==> src/sv/sins_pkg.sv <==
// ============================================================================
// Strapdown INS integrator - shared package
// Types, constants, the CORDIC arctangent table and the state saturation
// helper used by the integrator and its arithmetic units.
// ============================================================================
package sins_pkg;

    localparam int ANGLE_BITS_DEF    = 16;
    localparam int ACCEL_BITS_DEF    = 24;
    localparam int VELOCITY_BITS_DEF = 56;
    localparam int POSITION_BITS_DEF = 64;

    localparam int             GRAVITY_BITS  = 23;
    localparam logic [22:0]    GRAVITY_RESET = 23'd642689;
    localparam int             TIME_BITS     = 16;

    localparam int TRIG_BITS   = 32;
    localparam int MAT_BITS    = 33;
    localparam int MUL_A_BITS  = 64;
    localparam int MUL_B_BITS  = 33;
    localparam int PHASE_BITS  = 32;
    localparam int CORDIC_BITS = 34;
    localparam int CORDIC_STEPS    = 28;
    localparam int CORDIC_IDX_BITS = 5;

    localparam logic signed [CORDIC_BITS-1:0] CORDIC_GAIN_INIT = 34'sd652032874;
    localparam logic signed [CORDIC_BITS-1:0] Q30_ONE          = 34'sd1073741824;
    localparam logic signed [CORDIC_BITS-1:0] PHASE_HALF_PI    = 34'sd1073741824;
    localparam logic signed [CORDIC_BITS-1:0] PHASE_PI         = 34'sd2147483648;

    localparam int SH_Q30 = 30;
    localparam int SH_T4  = 4;
    localparam int SH_T20 = 20;

    localparam logic signed [64:0] S65_MAX = 65'sh0_7FFF_FFFF_FFFF_FFFF;
    localparam logic signed [64:0] S65_MIN = -S65_MAX - 65'sd1;

    typedef enum logic [1:0] {SHIFT_Q30, SHIFT_T4, SHIFT_T20} shift_t;

    typedef enum logic [1:0] {MP_IDLE, MP_LO, MP_HI, MP_SUM} mul_phase_t;

    typedef enum logic [2:0] {
        ST_IDLE, ST_ANG_GO, ST_ANG_RUN, ST_MUL_GO, ST_MUL_RUN, ST_FINISH
    } state_t;

    typedef enum logic [1:0] {ANG_PITCH, ANG_YAW, ANG_ROLL} ang_t;

    typedef enum logic [4:0] {
        MOP_SPCY, MOP_SPSY, MOP_C00, MOP_C01A, MOP_C01B, MOP_C02A, MOP_C02B,
        MOP_C10, MOP_C11A, MOP_C11B, MOP_C12A, MOP_C12B, MOP_C21, MOP_C22,
        MOP_AN0, MOP_AN1, MOP_AN2, MOP_AE0, MOP_AE1, MOP_AE2,
        MOP_AD0, MOP_AD1, MOP_AD2, MOP_VN, MOP_VE, MOP_VD,
        MOP_PN, MOP_PE, MOP_PD
    } mop_t;

    typedef struct packed {
        logic [63:0] value;
        logic        clip;
    } sat_t;

    function automatic logic [29:0] atan_entry(input logic [CORDIC_IDX_BITS-1:0] i);
        logic [29:0] v;
        unique case (i)
            5'd0:  v = 30'h20000000;
            5'd1:  v = 30'h12E4051E;
            5'd2:  v = 30'h09FB385B;
            5'd3:  v = 30'h051111D4;
            5'd4:  v = 30'h028B0D43;
            5'd5:  v = 30'h0145D7E1;
            5'd6:  v = 30'h00A2F61E;
            5'd7:  v = 30'h00517C55;
            5'd8:  v = 30'h0028BE53;
            5'd9:  v = 30'h00145F2F;
            5'd10: v = 30'h000A2F98;
            5'd11: v = 30'h000517CC;
            5'd12: v = 30'h00028BE6;
            5'd13: v = 30'h000145F3;
            5'd14: v = 30'h0000A2FA;
            5'd15: v = 30'h0000517D;
            5'd16: v = 30'h000028BE;
            5'd17: v = 30'h0000145F;
            5'd18: v = 30'h00000A30;
            5'd19: v = 30'h00000518;
            5'd20: v = 30'h0000028C;
            5'd21: v = 30'h00000146;
            5'd22: v = 30'h000000A3;
            5'd23: v = 30'h00000051;
            5'd24: v = 30'h00000029;
            5'd25: v = 30'h00000014;
            5'd26: v = 30'h0000000A;
            5'd27: v = 30'h00000005;
            default: v = '0;
        endcase
        return v;
    endfunction

    function automatic sat_t sat_fit(input logic signed [64:0] s, input logic d_pos,
                                     input logic d_neg, input int unsigned bits);
        logic signed [64:0] hi;
        logic signed [64:0] lo;
        logic signed [64:0] r;
        sat_t               o;
        hi = (65'sd1 <<< (bits - 1)) - 65'sd1;
        lo = -hi - 65'sd1;
        r  = s;
        if (s > S65_MAX) begin
            r = S65_MAX;
        end else if (s < S65_MIN) begin
            r = S65_MIN;
        end
        o.clip = (d_pos && (r == S65_MAX)) || (d_neg && (r == S65_MIN));
        if (r > hi) begin
            r      = hi;
            o.clip = 1'b1;
        end else if (r < lo) begin
            r      = lo;
            o.clip = 1'b1;
        end
        o.value = r[63:0];
        return o;
    endfunction

endpackage

==> src/sv/sins_mul.sv <==
// ============================================================================
// Strapdown INS integrator - rounding multiplier
// Sign-magnitude product of a 64-bit and a 33-bit operand on one shared
// 32x32 multiplier in two passes, rounded to nearest, ties away from zero.
// ============================================================================
module sins_mul (
    input  logic                                  aclk,
    input  logic                                  aresetn,
    input  logic                                  start,
    input  logic signed [sins_pkg::MUL_A_BITS-1:0] a,
    input  logic signed [sins_pkg::MUL_B_BITS-1:0] b,
    input  sins_pkg::shift_t                      shift,
    output logic [63:0]                           mag,
    output logic                                  neg,
    output logic                                  done
);
    import sins_pkg::*;

    mul_phase_t  phase_reg, phase_next;
    logic [63:0] ma_reg;
    logic [31:0] mb_reg;
    logic        neg_reg;
    shift_t      sh_reg;
    logic [63:0] lo_reg, hi_reg;
    logic [63:0] mag_reg;
    logic        done_reg;

    logic signed [MUL_A_BITS-1:0] a_abs;
    logic signed [MUL_B_BITS-1:0] b_abs;
    logic [31:0]                  lhs;
    logic [63:0]                  prod;
    logic [95:0]                  rnd, full;
    logic [63:0]                  mag_next;

    always_comb begin
        a_abs = a[MUL_A_BITS-1] ? -a : a;
        b_abs = b[MUL_B_BITS-1] ? -b : b;
        lhs   = (phase_reg == MP_HI) ? ma_reg[63:32] : ma_reg[31:0];
        prod  = lhs * mb_reg;
        unique case (sh_reg)
            SHIFT_T4:  rnd = 96'd1 << (SH_T4 - 1);
            SHIFT_T20: rnd = 96'd1 << (SH_T20 - 1);
            default:   rnd = 96'd1 << (SH_Q30 - 1);
        endcase
        full = {hi_reg, 32'b0} + {32'b0, lo_reg} + rnd;
        unique case (sh_reg)
            SHIFT_T4:  mag_next = 64'(full >> SH_T4);
            SHIFT_T20: mag_next = 64'(full >> SH_T20);
            default:   mag_next = 64'(full >> SH_Q30);
        endcase
        phase_next = phase_reg;
        unique case (phase_reg)
            MP_IDLE: if (start) phase_next = MP_LO;
            MP_LO:   phase_next = MP_HI;
            MP_HI:   phase_next = MP_SUM;
            MP_SUM:  phase_next = MP_IDLE;
        endcase
    end

    always_ff @(posedge aclk) begin
        if (!aresetn) begin
            phase_reg <= MP_IDLE;
            done_reg  <= 1'b0;
        end else begin
            phase_reg <= phase_next;
            done_reg  <= (phase_reg == MP_SUM);
        end
    end

    always_ff @(posedge aclk) begin
        if (phase_reg == MP_IDLE && start) begin
            ma_reg  <= a_abs;
            mb_reg  <= b_abs[31:0];
            neg_reg <= a[MUL_A_BITS-1] ^ b[MUL_B_BITS-1];
            sh_reg  <= shift;
        end
        if (phase_reg == MP_LO) begin
            lo_reg <= prod;
        end
        if (phase_reg == MP_HI) begin
            hi_reg <= prod;
        end
        if (phase_reg == MP_SUM) begin
            mag_reg <= mag_next;
        end
    end

    assign mag  = mag_reg;
    assign neg  = neg_reg;
    assign done = done_reg;

endmodule

==> config.mk <==
export PLATFORM = sky130hd
export DESIGN_NAME = sins_mul
export DESIGN_NICKNAME = d
export VERILOG_FILES = /design/src/sv/sins_pkg.sv /design/src/sv/sins_mul.sv
export SDC_FILE = /design/constraint.sdc
export NUM_CORES = 2
export LEC_CHECK = 0
export BUFFER_PORTS_ARGS = -buffer_cell sky130_fd_sc_hd__buf_4
export CAP_MARGIN = 20
export CORE_MARGIN = 2
export CORE_UTILIZATION = 55
export CTS_CLUSTER_DIAMETER = 60
export DETAILED_ROUTE_END_ITERATION = 10
export PLACE_DENSITY = 0.75
export SLEW_MARGIN = 20
export SYNTH_ARGS = -nofsm -noshare
export SYNTH_HDL_FRONTEND = slang
export SYNTH_SLANG_ARGS = --single-unit
==> constraint.sdc <==
create_clock -name aclk -period 10.5 [get_ports aclk]
set_input_delay 2.625 -clock aclk [delete_from_list [all_inputs] [get_ports aclk]]
set_output_delay 2.625 -clock aclk [all_outputs]
set_load 0.05 [all_outputs]
Word-level counts from Yosys, hierarchy flattened --
Index checks and enable logic that the tools add are counted.
Storage, ports and cells: bits of input ports 102, logic and storage cells 31, register bits after elaboration 292
Operators by class: bitwise operators 1, reductions and logical operators 2, add/subtract/negate cells 4, eq/ne operators 6, multiply operators 1, muxes and demuxes 7
Operator list (number):
- $pmux W64 S2 | 1
- $add A94 B64 Y94 | 1
- $add A94 B94 Y94 | 1
- $mul A32 B32 Y64 | 1
- $mux W32 | 2
- $neg A64 Y64 | 1
- $mux W63 | 1
- $pmux W30 S2 | 1
- $neg A32 Y32 | 1
- $pmux W2 S4 | 1
- $eq A2 B2 Y1 const B | 3
- $eq A2 B1 Y1 const B | 2
- $logic_not A2 Y1 | 1
- $mux W2 | 1
- $ne A2 B2 Y1 const B | 1
- $logic_and A1 B1 Y1 | 1
- $xor A1 B1 Y1 | 1

Depth between registers and ports, before layout --
depth in word-level cells 4, gate-level depth with buffers 33

Worst setup path after synthesis --
Ideal clock, no wire load.
path kind reg-to-reg, start point reg phase_reg[0], end point reg lo_reg[62] (data pin), cell stages (with the launch flop) 32, slack 427 ps, buffers on the path 4, clock period less this slack 10073 ps, data arrival time 9804 ps, setup time 269 ps, cell sequence dfxtp_1 inv_1 ha_1 clkbuf_1 clkbuf_1 mux2_2 clkbuf_1 and2_1 fa_1 inv_1 fa_1 fa_1 fa_1 inv_1 fa_1 inv_1 fa_1 inv_1 fa_1 fa_1 ha_1 clkbuf_1 nand4_1 o22ai_1 a2111oi_0 nand3_1 a21o_1 a21bo_2 o21a_1 a21boi_0 o31ai_1 xor2_1
Between the ends: word-level cells in the longest chain between the ends 3
Ends and longest elaborated chain:
- from (decl) | line sins_mul.sv:19 | mul_phase_t phase_reg, phase_next;
- from (signal assigned) | line sins_mul.sv:65 | phase_reg <= phase_next;
- $eq A2 B2 Y1 | line sins_mul.sv:38 | lhs = (phase_reg == MP_HI) ? ma_reg[63:32] : ma_reg[31:0];
- $mux W32 | line sins_mul.sv:38
- $mul A32 B32 Y64 | line sins_mul.sv:39 | prod = lhs * mb_reg;
- net prod[62] | line sins_mul.sv:31 | logic [63:0] prod;
- to (signal assigned) | line sins_mul.sv:78 | lo_reg <= prod;
- to (decl) | line sins_mul.sv:24 | logic [63:0] lo_reg, hi_reg;
The timed path passes the listed nets, and every way through them passes these cells. A chain may end at the register's enable or synchronous reset.

Final worst setup path --
start point reg phase_reg[0], end point reg lo_reg[63] (data pin)
Same word-level chain as after synthesis.

==> flow_summary.json <==
{
  "syn_nets": 6314,
  "worst_clock_skew_ns": 0.0288,
  "htree_levels": 2,
  "endpoint_kind": "flip-flop",
  "crit_slowest_cell": "mux2_2",
  "worstSetupStartpointType": "flip-flop",
  "die_width_um": 302,
  "grt_pass1_vias": 37600,
  "synth_edf_count": 286,
  "wirelength_um": 132000,
  "via_count": 35700,
  "syn_inst": 5009,
  "track_usage_pct": 29.9,
  "start_util_pct": 55.3,
  "clock.fmax_ghz": 0.106,
  "cp.arrival_ns": 9.74,
  "dominantRegCellSynth": "edfxtp_1",
  "relSlewSlack_pct": 24.7,
  "fp.dieH_um": 302,
  "ios": 168,
  "vias_per_cell": 5.78,
  "drc": 0,
  "period_needed_ns": 9.45,
  "cap_violations": 0,
  "setup_viol": 0,
  "fp.dieArea_um2": 90900,
  "grt_max_degree": 98,
  "worstSetupPathType": "flip-flop to flip-flop",
  "nets": 6294,
  "synthAdderAreaFrac_pct": 44.7,
  "yosys_warnings": 0,
  "synthSimpleGateAreaFrac_pct": 16.2,
  "place.gp.congestion": 0.928,
  "fin_crit_sh_pct": 90.0,
  "critPathTopFamily": "adder cells",
  "cts_root_buffer": "clkbuf_16",
  "fin_tns_setup_ns": 0,
  "synth-xor-area-share_pct": 4.30,
  "layout_commonest_cell": "inv_1",
  "numCtsBuffers": 34,
  "synth_top_area_share_pct": 36.8,
  "hold_violations": 0,
  "layout_common_cells": "inv_1 (914), fa_1 (896), nand2_1 (611)",
  "rows": 109,
  "post_cts_resized": 0,
  "antenna_left": 0,
  "syn_area_per_cell_um2": 9.72,
  "postCtsSetupRepairBufs": 0,
  "clock_latency_ns": 0.57,
  "required_ns": 10.79,
  "grt-ovfl-total": 0,
  "hold_buffers": 0,
  "dp_hpwl_um": 101000,
  "yosysUniqueCellTypes": 81,
  "cpMostUsedCell": "fa_1",
  "drv_slew": 0,
  "routedWlPerCell_um": 21.3,
  "cts_tree": "done",
  "timing.hold.ws_ns": 0.589,
  "numClockSinks": 289,
  "num_antenna_cells": 0,
  "core_um2": 88100,
  "portBuffers": 167,
  "grt_pass1_wl_um": 209000,
  "synth_area_leader_cell": "fa_1",
  "worst_pin_slew_ns": 1.13,
  "layout-drive-gt1-share_pct": 6.76,
  "synth_async_sr_flop_share_pct": 0,
  "crit_fanout": 34,
  "ys_seq_area_share_pct": 17.8,
  "syn_to_final_growth_pct": 6.57,
  "drt-initial-drc-count": 2795,
  "hold_path.class": "flip-flop to flip-flop",
  "rsz0062_at_grt": "false",
  "synth-seq-cells": 289,
  "slowest_delay_ns": 0.70,
  "timing.critical_path.buf_inv": 3,
  "synth_mux_area_share_pct": 0.761,
  "ys_top_cells_by_area": "fa_1 (37%), edfxtp_1 (18%), ha_1 (7.9%)",
  "firstDrtPassIters": 5,
  "synth_area_um2": 48700,
  "antenna_found_initial": 4,
  "synth_top_family_by_area": "adder cells",
  "cts_buffer_depth": 3,
  "clk_pin_slew_worst_paths_ns": 0.06,
  "synth-compound-area-share_pct": 7.10,
  "outcome": "finished, final reports clean"
}
==> worst register-to-register path, cell delays in order, from the launching register on <==
cell	delay, ns
dfxtp_1	0.34
inv_1	0.15
ha_4	0.46
mux2_2	0.71
and2_1	0.33
fa_1	0.53
inv_1	0.05
fa_1	0.54
fa_1	0.46
fa_1	0.57
inv_1	0.07
fa_1	0.50
fa_1	0.51
fa_1	0.55
fa_1	0.47
ha_1	0.41
a21oi_1	0.22
o21ai_0	0.17
o31ai_1	0.37
o2111ai_1	0.16
nand2_1	0.33
o221ai_1	0.22
o221ai_1	0.33
nor3_1	0.09
a2111oi_0	0.54
xnor2_1	0.11
==> per-layer routing <==
layer  routed length (um)  GRT usage, %
met3                13600          6.65
met5                   10             0
met2                60700          47.8
met4                 6030          12.0
met1                51600          39.7
==> metrics by stage <==
| stage | setup WS (ns) | utilization (%) | instances | area [um2] |
|---|---|---|---|---|
| after floorplan | 0.427 | - | 5009 | 48700 |
| after global placement | 1.38 | 57.6 | 6117 | 50800 |
| after detailed placement | 1.20 | 57.6 | 6118 | 50800 |
| after CTS | 1.16 | 58.9 | 6177 | 51900 |
| after global routing | 0.591 | 58.9 | 6177 | 51900 |
| final | 1.05 | 58.9 | 6177 | 51900 |
==> cells by family (layout without fill, tap and decap cells) <==
family / Yosys count / in the layout
simple gates: 1546 / 1546
fa+ha+maj: 1203 / 1203
buf+inv: 1185 / 1188
compound gates: 514 / 514
flops: 289 / 289
xor+xnor: 239 / 239
mux: 33 / 33
==> layout make-up <==
cell class                 count  area, um2
multi-input combinational   3535      35600
fill                        7528      36200
clock inverter                20        239
inverter                     915       3430
clock buffer                  39        870
sequential                   289       8650
tap                         1165       1460
timing repair buffer         214       1630
==> cells in the mapped netlist, drive strengths merged (18+ instances only) <==
cell type / instances
and2: 584
edfxtp: 286
o21ai: 110
xnor2: 194
mux2: 32
a221oi: 35
a21o: 50
a22oi: 24
xor2: 45
fa: 896
ha: 307
o21bai: 18
nand3: 52
o31ai: 31
or4: 18
inv: 915
nand4: 37
clkbuf: 263
nor3: 31
nor2: 118
a21oi: 122
nand2: 612
==> worst paths after layout <==
kind	from	end	slack [ns]	cells past startpoint
max reg2reg	phase_reg[0]	lo_reg[63]	1.05	25
max	phase_reg[0]	lo_reg[63]	1.05	25
min reg2reg	phase_reg[0]	phase_reg[0]	0.59	1
min	phase_reg[0]	phase_reg[0]	0.59	1
Power is left out: the tool's default activity adds up to more than one toggle a clock period on the data nets, which glitch-free logic cannot reach.
